<file path="config.mk">
export PLATFORM = sky130hd
export DESIGN_NAME = barometric_sensor_compensation
export DESIGN_NICKNAME = d
export VERILOG_FILES = /design/src/rtl/bsc_pkg.sv /design/src/rtl/bsc_mac.sv /design/src/rtl/bsc_seq.sv /design/src/rtl/barometric_sensor_compensation.sv
export SDC_FILE = /design/constraint.sdc
export NUM_CORES = 2
export LEC_CHECK = 0
export ABC_AREA = 1
export BUFFER_PORTS_ARGS = -buffer_cell sky130_fd_sc_hd__buf_4
export CAP_MARGIN = 20
export CELL_PAD_IN_SITES_DETAIL_PLACEMENT = 1
export CELL_PAD_IN_SITES_GLOBAL_PLACEMENT = 1
export CORE_MARGIN = 5
export CORE_UTILIZATION = 25
export DETAILED_ROUTE_END_ITERATION = 10
export HOLD_SLACK_MARGIN = 0.02
export PLACE_DENSITY = 0.51
export SYNTH_ARGS = -nofsm -noshare
export SYNTH_HDL_FRONTEND = slang
export SYNTH_SLANG_ARGS = --single-unit
</file>
<file path="constraint.sdc">
create_clock -name clk_i -period 28.1 [get_ports clk_i]
set_input_delay 5.62 -clock clk_i [delete_from_list [all_inputs] [get_ports clk_i]]
set_output_delay 5.62 -clock clk_i [all_outputs]
set_load 0.05 [all_outputs]
</file>
<file path="src/rtl/bsc_pkg.sv">
`default_nettype none

package bsc_pkg;

  // multiplier operands are 25-bit two's complement values
  localparam int unsigned MUL_BITS = 25;
  localparam int unsigned CNT_W    = $clog2(MUL_BITS);

  typedef enum logic [1:0] {
    CFG_TEMP = 2'd0,
    CFG_SENS = 2'd1,
    CFG_OFFS = 2'd2,
    CFG_QUAD = 2'd3
  } bsc_cfg_e;

  typedef enum logic [4:0] {
    ST_IDLE,
    ST_DISP,
    ST_T3LD,
    ST_TMUL1,
    ST_TMUL2,
    ST_TFIN,
    ST_P11LD,
    ST_P10LD,
    ST_P9MAC,
    ST_A2ACC,
    ST_P4LD,
    ST_P3MAC,
    ST_P2MAC,
    ST_P1MAC,
    ST_A1ACC,
    ST_P8LD,
    ST_P7MAC,
    ST_P6MAC,
    ST_P5MAC,
    ST_A0ACC,
    ST_OUT
  } bsc_state_e;

  typedef enum logic [1:0] {
    MSEL_D,
    MSEL_L,
    MSEL_P
  } bsc_msel_e;

  typedef enum logic [3:0] {
    AD_ZERO,
    AD_T3,
    AD_T2,
    AD_P11,
    AD_P10,
    AD_P9,
    AD_P4,
    AD_P3,
    AD_P2,
    AD_P1,
    AD_P8,
    AD_P7,
    AD_P6,
    AD_P5,
    AD_W
  } bsc_asel_e;

  typedef struct packed {
    logic      in_rdy;
    logic      mac_start;
    logic      load;
    logic      write;
    logic      src_s;
    logic      dst_s;
    bsc_msel_e msel;
    bsc_asel_e asel;
    logic      fin_t;
    logic      out_ld;
  } bsc_ctrl_t;

endpackage

`default_nettype wire

</file>
<file path="src/rtl/bsc_mac.sv">
`default_nettype none

module bsc_mac #(
  parameter int unsigned AccW = 184
) (
  input  wire logic                             clk_i,
  input  wire logic                             rst_ni,
  input  wire logic                             start_i,
  input  wire logic [AccW-1:0]                  mcand_i,
  input  wire logic [AccW-1:0]                  addend_i,
  input  wire logic [bsc_pkg::MUL_BITS-1:0]     mplier_i,
  output logic                                  done_o,
  output logic [AccW-1:0]                       prod_o
);
  import bsc_pkg::*;

  logic [AccW-1:0]     prod_q, mcand_q, addv, sum;
  logic [MUL_BITS-1:0] mpl_q;
  logic [CNT_W-1:0]    cnt_q;
  logic                run_q, done_q, last, sub;

  assign last = (cnt_q == CNT_W'(MUL_BITS - 1));
  // top multiplier bit carries negative weight
  assign sub  = last;

  always_comb begin
    if (mpl_q[0]) begin
      addv = sub ? ~mcand_q : mcand_q;
    end else begin
      addv = '0;
    end
    sum = prod_q + addv + AccW'(mpl_q[0] & sub);
  end

  always_ff @(posedge clk_i or negedge rst_ni) begin
    if (!rst_ni) begin
      run_q  <= 1'b0;
      done_q <= 1'b0;
      cnt_q  <= '0;
    end else begin
      done_q <= run_q & last;
      if (start_i) begin
        run_q <= 1'b1;
        cnt_q <= '0;
      end else if (run_q) begin
        cnt_q <= cnt_q + CNT_W'(1);
        if (last) begin
          run_q <= 1'b0;
        end
      end
    end
  end

  always_ff @(posedge clk_i) begin
    if (start_i) begin
      prod_q  <= addend_i;
      mcand_q <= mcand_i;
      mpl_q   <= mplier_i;
    end else if (run_q) begin
      prod_q  <= sum;
      mcand_q <= mcand_q << 1;
      mpl_q   <= mpl_q >> 1;
    end
  end

  assign done_o = done_q;
  assign prod_o = prod_q;

endmodule

`default_nettype wire

</file>
<file path="src/rtl/bsc_seq.sv">
`default_nettype none

module bsc_seq (
  input  wire logic          clk_i,
  input  wire logic          rst_ni,
  input  wire logic          in_fire_i,
  input  wire logic          tv_i,
  input  wire logic          pv_i,
  input  wire logic          mac_done_i,
  input  wire logic          out_free_i,
  output bsc_pkg::bsc_ctrl_t ctrl_o
);
  import bsc_pkg::*;

  bsc_state_e state_q, state_d;
  logic       issued_q, issued_d;

  always_ff @(posedge clk_i or negedge rst_ni) begin
    if (!rst_ni) begin
      state_q  <= ST_IDLE;
      issued_q <= 1'b0;
    end else begin
      state_q  <= state_d;
      issued_q <= issued_d;
    end
  end

  // next state
  always_comb begin
    state_d  = state_q;
    issued_d = issued_q;
    unique case (state_q)
      ST_IDLE:  if (in_fire_i) state_d = ST_DISP;
      ST_DISP: begin
        if (tv_i) state_d = ST_T3LD;
        else if (pv_i) state_d = ST_P11LD;
        else state_d = ST_OUT;
      end
      ST_T3LD:  state_d = ST_TMUL1;
      ST_TFIN:  state_d = pv_i ? ST_P11LD : ST_OUT;
      ST_P11LD: state_d = ST_P10LD;
      ST_P10LD: state_d = ST_P9MAC;
      ST_P4LD:  state_d = ST_P3MAC;
      ST_P8LD:  state_d = ST_P7MAC;
      ST_OUT:   if (out_free_i) state_d = ST_IDLE;
      ST_TMUL1, ST_TMUL2, ST_P9MAC, ST_A2ACC, ST_P3MAC, ST_P2MAC, ST_P1MAC,
      ST_A1ACC, ST_P7MAC, ST_P6MAC, ST_P5MAC, ST_A0ACC: begin
        issued_d = 1'b1;
        if (mac_done_i) begin
          issued_d = 1'b0;
          unique case (state_q)
            ST_TMUL1: state_d = ST_TMUL2;
            ST_TMUL2: state_d = ST_TFIN;
            ST_P9MAC: state_d = ST_A2ACC;
            ST_A2ACC: state_d = ST_P4LD;
            ST_P3MAC: state_d = ST_P2MAC;
            ST_P2MAC: state_d = ST_P1MAC;
            ST_P1MAC: state_d = ST_A1ACC;
            ST_A1ACC: state_d = ST_P8LD;
            ST_P7MAC: state_d = ST_P6MAC;
            ST_P6MAC: state_d = ST_P5MAC;
            ST_P5MAC: state_d = ST_A0ACC;
            default:  state_d = ST_OUT;
          endcase
        end
      end
      default: state_d = ST_IDLE;
    endcase
  end

  // outputs
  always_comb begin
    ctrl_o = '{in_rdy: 1'b0, mac_start: 1'b0, load: 1'b0, write: 1'b0,
               src_s: 1'b0, dst_s: 1'b0, msel: MSEL_L, asel: AD_ZERO,
               fin_t: 1'b0, out_ld: 1'b0};
    unique case (state_q)
      ST_TMUL1, ST_TMUL2, ST_P9MAC, ST_A2ACC, ST_P3MAC, ST_P2MAC, ST_P1MAC,
      ST_A1ACC, ST_P7MAC, ST_P6MAC, ST_P5MAC, ST_A0ACC: begin
        ctrl_o.mac_start = !issued_q;
        ctrl_o.write     = mac_done_i;
      end
      default: ;
    endcase
    unique case (state_q)
      ST_IDLE:  ctrl_o.in_rdy = 1'b1;
      ST_T3LD: begin
        ctrl_o.load = 1'b1;
        ctrl_o.asel = AD_T3;
      end
      ST_TMUL1: begin
        ctrl_o.msel = MSEL_D;
        ctrl_o.asel = AD_T2;
      end
      ST_TMUL2: ctrl_o.msel = MSEL_D;
      ST_TFIN:  ctrl_o.fin_t = 1'b1;
      ST_P11LD: begin
        ctrl_o.load  = 1'b1;
        ctrl_o.dst_s = 1'b1;
        ctrl_o.asel  = AD_P11;
      end
      ST_P10LD: begin
        ctrl_o.load = 1'b1;
        ctrl_o.asel = AD_P10;
      end
      ST_P9MAC: ctrl_o.asel = AD_P9;
      ST_P4LD: begin
        ctrl_o.load = 1'b1;
        ctrl_o.asel = AD_P4;
      end
      ST_P3MAC: ctrl_o.asel = AD_P3;
      ST_P2MAC: ctrl_o.asel = AD_P2;
      ST_P1MAC: ctrl_o.asel = AD_P1;
      ST_P8LD: begin
        ctrl_o.load = 1'b1;
        ctrl_o.asel = AD_P8;
      end
      ST_P7MAC: ctrl_o.asel = AD_P7;
      ST_P6MAC: ctrl_o.asel = AD_P6;
      ST_P5MAC: ctrl_o.asel = AD_P5;
      ST_A2ACC, ST_A1ACC, ST_A0ACC: begin
        ctrl_o.msel  = MSEL_P;
        ctrl_o.asel  = AD_W;
        ctrl_o.src_s = 1'b1;
        ctrl_o.dst_s = 1'b1;
      end
      ST_OUT:   ctrl_o.out_ld = out_free_i;
      default: ;
    endcase
  end

endmodule

`default_nettype wire

</file>
<file path="src/rtl/barometric_sensor_compensation.sv">
`default_nettype none

// Barometric temperature and pressure compensation. All arithmetic runs on one
// bit-serial multiply-accumulate unit (one wide add per cycle): an item with
// both temperature and pressure takes two multiplies for temperature and ten
// for the pressure polynomial in Horner form, temperature alone takes the two,
// and an item with neither reading valid takes none. One item is in work at a
// time; the input stalls until its result is loaded into the output register.
// Temperature is in 1/2^TEMP_FRAC_BITS degC, pressure in 1/2^PRESS_FRAC_BITS Pa.
// Write the calibration registers only while the block is idle.
module barometric_sensor_compensation #(
  parameter int unsigned TEMP_FRAC_BITS  = 16,
  parameter int unsigned PRESS_FRAC_BITS = 6
) (
  input  wire logic               clk_i,
  input  wire logic               rst_ni,
  input  wire logic               cfg_we_i,
  input  wire logic [1:0]         cfg_idx_i,
  input  wire logic [47:0]        cfg_data_i,
  input  wire logic               in_valid_i,
  output logic                    in_stall_o,
  input  wire logic               mode_i,
  input  wire logic [23:0]        raw_temp_i,
  input  wire logic [23:0]        raw_press_i,
  output logic                    out_valid_o,
  input  wire logic               out_stall_i,
  output logic                    temp_valid_o,
  output logic signed [23:0]      temperature_o,
  output logic                    press_valid_o,
  output logic [22:0]             pressure_o
);
  import bsc_pkg::*;

  localparam int unsigned F      = TEMP_FRAC_BITS;
  localparam int unsigned ACC_W  = 136 + 3 * F;
  localparam int unsigned SH_T2  = 18;
  localparam int unsigned SH_P11 = 3 * F;
  localparam int unsigned SH_P10 = 17 + 2 * F;
  localparam int unsigned SH_P9  = 17 + 3 * F;
  localparam int unsigned SH_P4  = 28;
  localparam int unsigned SH_P3  = 33 + F;
  localparam int unsigned SH_P2  = 36 + 2 * F;
  localparam int unsigned SH_P1  = 45 + 3 * F;
  localparam int unsigned SH_P8  = 50;
  localparam int unsigned SH_P7  = 57 + F;
  localparam int unsigned SH_P6  = 59 + 2 * F;
  localparam int unsigned SH_P5  = 68 + 3 * F;
  localparam int unsigned TSH    = 48 - F;
  localparam int unsigned PSH    = 65 + 3 * F - PRESS_FRAC_BITS;

  function automatic logic [ACC_W-1:0] coef_shift(input logic [16:0] c,
                                                   input int unsigned sh);
    logic [ACC_W-1:0] v;
    v = {{(ACC_W-17){c[16]}}, c};
    return v << sh;
  endfunction

  bsc_ctrl_t ctrl;

  logic [39:0] temp_cal_q;
  logic [47:0] sens_cal_q, offs_cal_q;
  logic [31:0] quad_cal_q;

  logic        mode_q;
  logic [23:0] raw_temp_q, raw_press_q;
  logic        tv, pv, in_fire, out_free;

  logic signed [23:0]      linear_q;
  logic signed [ACC_W-1:0] work_q, sum_q, tq, pq;
  logic [ACC_W-1:0]        addend, mcand, prod;
  logic [MUL_BITS-1:0]     mplier;
  logic                    mac_done;
  logic [ACC_W-24:0]       t_hi;
  logic [23:0]             t_sat;
  logic [22:0]             p_sat;

  logic                    out_valid_q, temp_valid_q, press_valid_q;
  logic signed [23:0]      temperature_q;
  logic [22:0]             pressure_q;

  logic [16:0] c_t2, c_t3, c_p1, c_p2, c_p3, c_p4, c_p5, c_p6, c_p7, c_p8;
  logic [16:0] c_p9, c_p10, c_p11;

  always_ff @(posedge clk_i or negedge rst_ni) begin
    if (!rst_ni) begin
      temp_cal_q <= '0;
      sens_cal_q <= '0;
      offs_cal_q <= '0;
      quad_cal_q <= '0;
    end else if (cfg_we_i) begin
      unique case (cfg_idx_i)
        CFG_TEMP: temp_cal_q <= cfg_data_i[39:0];
        CFG_SENS: sens_cal_q <= cfg_data_i;
        CFG_OFFS: offs_cal_q <= cfg_data_i;
        CFG_QUAD: quad_cal_q <= cfg_data_i[31:0];
        default: ;
      endcase
    end
  end

  assign c_t2  = {1'b0, temp_cal_q[31:16]};
  assign c_t3  = {{9{temp_cal_q[39]}}, temp_cal_q[39:32]};
  assign c_p1  = {sens_cal_q[15], sens_cal_q[15:0]} - 17'd16384;
  assign c_p2  = {sens_cal_q[31], sens_cal_q[31:16]} - 17'd16384;
  assign c_p3  = {{9{sens_cal_q[39]}}, sens_cal_q[39:32]};
  assign c_p4  = {{9{sens_cal_q[47]}}, sens_cal_q[47:40]};
  assign c_p5  = {1'b0, offs_cal_q[15:0]};
  assign c_p6  = {1'b0, offs_cal_q[31:16]};
  assign c_p7  = {{9{offs_cal_q[39]}}, offs_cal_q[39:32]};
  assign c_p8  = {{9{offs_cal_q[47]}}, offs_cal_q[47:40]};
  assign c_p9  = {quad_cal_q[15], quad_cal_q[15:0]};
  assign c_p10 = {{9{quad_cal_q[23]}}, quad_cal_q[23:16]};
  assign c_p11 = {{9{quad_cal_q[31]}}, quad_cal_q[31:24]};

  assign in_fire    = in_valid_i & ctrl.in_rdy;
  assign in_stall_o = !ctrl.in_rdy;
  assign out_free   = !out_valid_q || !out_stall_i;

  always_ff @(posedge clk_i) begin
    if (in_fire) begin
      mode_q      <= mode_i;
      raw_temp_q  <= raw_temp_i;
      raw_press_q <= raw_press_i;
    end
  end

  assign tv = (raw_temp_q != 24'd0);
  assign pv = mode_q & (raw_press_q != 24'd0);

  bsc_seq u_seq (
    .clk_i      (clk_i),
    .rst_ni     (rst_ni),
    .in_fire_i  (in_fire),
    .tv_i       (tv),
    .pv_i       (pv),
    .mac_done_i (mac_done),
    .out_free_i (out_free),
    .ctrl_o     (ctrl)
  );

  always_comb begin
    case (ctrl.asel)
      AD_T3:   addend = coef_shift(c_t3, 0);
      AD_T2:   addend = coef_shift(c_t2, SH_T2);
      AD_P11:  addend = coef_shift(c_p11, SH_P11);
      AD_P10:  addend = coef_shift(c_p10, SH_P10);
      AD_P9:   addend = coef_shift(c_p9, SH_P9);
      AD_P4:   addend = coef_shift(c_p4, SH_P4);
      AD_P3:   addend = coef_shift(c_p3, SH_P3);
      AD_P2:   addend = coef_shift(c_p2, SH_P2);
      AD_P1:   addend = coef_shift(c_p1, SH_P1);
      AD_P8:   addend = coef_shift(c_p8, SH_P8);
      AD_P7:   addend = coef_shift(c_p7, SH_P7);
      AD_P6:   addend = coef_shift(c_p6, SH_P6);
      AD_P5:   addend = coef_shift(c_p5, SH_P5);
      AD_W:    addend = work_q;
      default: addend = '0;
    endcase
  end

  always_comb begin
    case (ctrl.msel)
      // raw temperature minus 256 * T1
      MSEL_D:  mplier = {1'b0, raw_temp_q} - {1'b0, temp_cal_q[15:0], 8'd0};
      MSEL_P:  mplier = {1'b0, raw_press_q};
      default: mplier = {linear_q[23], linear_q};
    endcase
  end

  assign mcand = ctrl.src_s ? sum_q : work_q;

  bsc_mac #(
    .AccW (ACC_W)
  ) u_mac (
    .clk_i    (clk_i),
    .rst_ni   (rst_ni),
    .start_i  (ctrl.mac_start),
    .mcand_i  (mcand),
    .addend_i (addend),
    .mplier_i (mplier),
    .done_o   (mac_done),
    .prod_o   (prod)
  );

  always_ff @(posedge clk_i) begin
    if (ctrl.load) begin
      if (ctrl.dst_s) sum_q <= addend;
      else work_q <= addend;
    end else if (ctrl.write) begin
      if (ctrl.dst_s) sum_q <= prod;
      else work_q <= prod;
    end
  end

  // floor to the temperature grid, then clamp to 24 bits signed
  always_comb begin
    tq   = work_q >>> TSH;
    t_hi = tq[ACC_W-1:23];
    if ((&t_hi) || !(|t_hi)) begin
      t_sat = tq[23:0];
    end else begin
      t_sat = tq[ACC_W-1] ? 24'h800000 : 24'h7fffff;
    end
  end

  always_comb begin
    pq = sum_q >>> PSH;
    if (sum_q[ACC_W-1]) begin
      p_sat = '0;
    end else if (|pq[ACC_W-1:23]) begin
      p_sat = 23'h7fffff;
    end else begin
      p_sat = pq[22:0];
    end
  end

  always_ff @(posedge clk_i or negedge rst_ni) begin
    if (!rst_ni) begin
      linear_q <= '0;
    end else if (ctrl.fin_t) begin
      linear_q <= t_sat;
    end
  end

  always_ff @(posedge clk_i or negedge rst_ni) begin
    if (!rst_ni) begin
      out_valid_q <= 1'b0;
    end else if (ctrl.out_ld) begin
      out_valid_q <= 1'b1;
    end else if (!out_stall_i) begin
      out_valid_q <= 1'b0;
    end
  end

  always_ff @(posedge clk_i) begin
    if (ctrl.out_ld) begin
      temp_valid_q  <= tv;
      temperature_q <= linear_q;
      press_valid_q <= pv;
      pressure_q    <= pv ? p_sat : 23'd0;
    end
  end

  assign out_valid_o   = out_valid_q;
  assign temp_valid_o  = temp_valid_q;
  assign temperature_o = temperature_q;
  assign press_valid_o = press_valid_q;
  assign pressure_o    = pressure_q;

endmodule

`default_nettype wire

</file>
==> impl_results.md <==
* Final-report hold violation count at 0
* Worst-path clk slew at approximately 0.07 ns
* Final setup violation count at 0
* Crit path max-delay cell type: dfrtp_1
* Worst EP required at 22.48 ns
* RSZ-0062 raised after global routing: no
* Fin crit period at approximately 8.0 ns
* Site Rows at approximately 190
* Register area at ~31,000 sq um
* RR Startpoint: u_mac.cnt_q[0]
* Leakage at 33.4 nW
* Main synth FF type: edfxtp_1
* Main combinational cell family by area after synthesis: simple AND/OR/NAND/NOR gates
* IO buf count at roughly 150
* Hold Crit Endpoint: offs_cal_q[17]
* Maximum vdd drop at 0.0865 mV
* Skew-Pair Late Insertion Delay at 0.85 ns
* Yosys Warn Count at 0
* Compound-Gate Fraction of Synth Area at between 10% and 20%
* Final net count at approximately 9,600
* Die area at 286,000 sq um
* DRT iter0 DRCs at 5,525
* Pwr Total at between 10 and 15 mW
* Critical Path Fanout Max at 5
* Routed vias at roughly 67,000
* Hold_buf cts at 0
* Multi-input gate area in the final layout at 31,800 sq um
* DRC Markers at 0
* Reg2Reg Depth at 21
* Gr usage total at 24.3%
* Post-CTS Resized at 0
* Synth Area in XOR/XNOR at less than 1%
* Htree depth at 4
* Pint at roughly 5.5 mW
* Clock share of power at between 10% and 20%
* DIE HEIGHT at 535 microns
* Number of global-route vias before repair at approximately 67,000
* Post-Syn Instances at between 9,000 and 10,000
* Hold path depth at 2
* Asr flop ratio synth at 19.3%
* Detailed placement HPWL at 292 mm
* Initial core utilization at approximately a quarter
* Post-synth EDFFs at 859
* Min-delay src: offs_cal_q[17]
* Number of max-cap violations at 0
* Switching share of power at a little over half
* GRT overflow at 0
* Pins Over Slew Limit at 0
* Placed cell area at 74,000 sq um
* DR WL met3 at between 15 and 20 mm
* Gpl congestion at slightly above 1
* Net Count, Synth at 9,561
* Fmax at between 100 and 150 MHz
* Post-route ant nets at 0
* Sw Pwr at 5.99 mW
* Simple-gate portion of the synthesized area at 24.3%
* Crit path DAT at between 2 and 2.5 ns
* Crit path max-delay family: buffers and inverters
* Wl on met1 at roughly 180 mm
* Mapped Avg Cell Area at ~7.5 sq um
* Fraction of layout cells with a size suffix above 1 at 5.71%
* CP bufs+invs at 3
* Initial antenna violation count at 34
* Adder-cell share of the synthesized area at 3.83%
* Slew headroom at about a fifth
* Multiplexer share of the synthesized area at less than 1%
* Total CTS buffers at about 140
* Initial DRT Pass Iterations at 6
* Met2 WL post-DR at between 150 and 200 mm
* Commonest non-fill, non-tap cells in the layout: nand2_1, inv_1, o21ai_0
* Setup CP Type: reg2out
* CP Cell Sequence: inv_1 > ha_1 > nand2_1 > nor2_1 > inv_1 > buf_4
* Area grow syn2layout at 14.1%
* Routed len/inst at 27.6 microns
* Total core area at ~270,000 sq um
* Worst stage delay on the critical path at approximately 0.4 ns
* Clock Skews at 0.0849 ns
* First-pass GRT wire length at 506 mm
* Tightest Hold Check Type: reg2reg
* I/O Pins at 155
* Setup_tns at 0 ns
* Mapped cell area at between 60,000 and 70,000 sq um
* Slew of the pin with the lowest slew margin at approximately 1.2 ns
* Max Root-Sink Buffers at 4
* Yosys cell types at 52
* Sequential fraction of the synthesis area at 44.9%
* Setup Fix Bufs, Post-CTS at 0
* Sequential share of power at a little over a quarter
* Reg2reg setup slack at between 20 and 25 ns
* Sinks on Clock Net at 1,065
* Status: finished, final reports clean
* Commonest non-fill, non-tap cell in the layout: nand2_1
* CP startpoint kind: register
* Crit path top cell by count: inv_1
* RR Endpoint: u_mac.prod_o[176]
* Power per cell area at ~150 nW/um^2
* Synthesized flop and latch total at approximately 1,100
* Fill cell count at between 30,000 and 40,000
* CTS root buf: clkbuf_16
* Total routed wirelength at between 300 and 400 mm
* Avg Vias per Cell at slightly above 5
* Tcrit/Tclk final at approximately 28%
* Post-layout instance area at roughly 80,000 sq um
* Setup crit end kind: primary output
* Comb power frac at about 56%
* Die Wd at approximately 540 microns
* Pin count of the biggest net entering global routing at ~190
* Uppermost layer routed: met5
* TritonCTS clock tree: built
-- synthesized netlist by cell type (all sizes together), types with 9 or more instances --
library cell     n  area share [%]
dfrtp          206             7.5
inv           1288             7.0
o211ai         176             1.9
nand3b          47            0.51
xnor2           46            0.58
o21bai          27            0.29
o21ai         1042             7.6
or2             29            0.26
a21oi          694             5.0
nor4            70            0.64
a221oi          13            0.17
clkbuf         249             1.4
nor2           988             5.5
o221ai          11            0.14
xor2            20            0.25
a22oi            9           0.098
edfxtp         859              37
nand2         2471              14
nand3          353             2.6
buf            107            0.81
ha             208             3.8
o21a            11            0.12
a31oi          133             1.2
nand4           98            0.89
a21o            14            0.15
and2            10           0.091
nor3            43            0.33
-- state kept, by name (all words and copies together), names as in the netlist, 23 cells and up --
name / count
sum_q: 184
u_mac.mcand_q: 184
u_mac.prod_o: 184
work_q: 184
offs_cal_q: 48
sens_cal_q: 48
temp_cal_q: 40
quad_cal_q: 32
u_mac.mpl_q: 25
linear_q: 24
raw_press_q: 24
raw_temp_q: 24
temperature_o: 24
pressure_o: 23
-- layer usage --
layer / vias up / GRT usage, %
met5: - / 0
met2: 1718 / 37.6
met1: 33730 / 35.8
li1: 30823 / -
met4: 10 / 6.36
met3: 339 / 2.66
-- through the flow --
step,setup slack (ns),hold WS [ns],cells,util [%]
after floorplan,8.24,0.448,9247,-
after global placement,20.51,0.467,12800,27.0
after detailed placement,20.45,0.473,12800,27.0
after CTS,20.04,0.489,13052,28.7
after global routing,19.95,0.497,13055,28.7
final,20.12,0.487,13064,28.7
-- final cells by class --
cell class,count,share of cell area [%]
multi-input cells,6538,40.4
flip-flops and latches,1065,39.4
inverters,1288,6.18
well taps,3686,5.86
clock buffers,176,4.81
repair buffers,225,2.31
clock inverters,76,1.01
diodes,10,0.0318
-- how the worst max path moves through the flow --
| stage | from | endpoint | slack [ns] | depth (start not counted) |
|---|---|---|---|---|
| after detailed placement | out_stall_i | pressure_o[21] | 20.45 | 3 |
| after global routing | u_seq.state_q[0] | in_stall_o | 19.95 | 6 |
| final | u_seq.state_q[0] | in_stall_o | 20.12 | 6 |
| after CTS | u_seq.state_q[0] | in_stall_o | 20.04 | 6 |
| after global placement | out_stall_i | pressure_o[19] | 20.51 | 3 |
| after floorplan | u_seq.state_q[0] | sum_q[0] | 8.24 | 13 |
-- power by group through the flow --
stage | registers [mW] | clock network, mW | logic (mW)
after detailed placement | 3.17 | 0 | 6.37
after global placement | 3.15 | 0 | 6.31
after floorplan | 3.14 | 0 | 3.76
after global routing | 3.20 | 1.96 | 6.99
final | 3.14 | 1.85 | 6.46
after CTS | 3.14 | 1.89 | 6.40
-- kinds of logic (layout without fill, tap and decap cells) --
logic type / after synthesis / after routing
AOI/OAI and AO/OA: 2150 / 2150
xor gates and xnor gates: 66 / 66
buffers and inverters: 1644 / 1765
DFF: 1065 / 1065
muxes: 1 / 1
and+or+nand+nor: 4111 / 4111
adders and majority gates: 210 / 210
other: 0 / 10
-- worst reg2reg max path, delay by kind of cell (launching register included) --
family	cells	cell delay, ns
AOI/OAI and AO/OA	7	2.16
adders and majority gates	2	0.59
buffers and inverters	6	2.44
DFF	1	0.39
and+or+nand+nor	6	0.98
(Power assumes the default switching activity.)
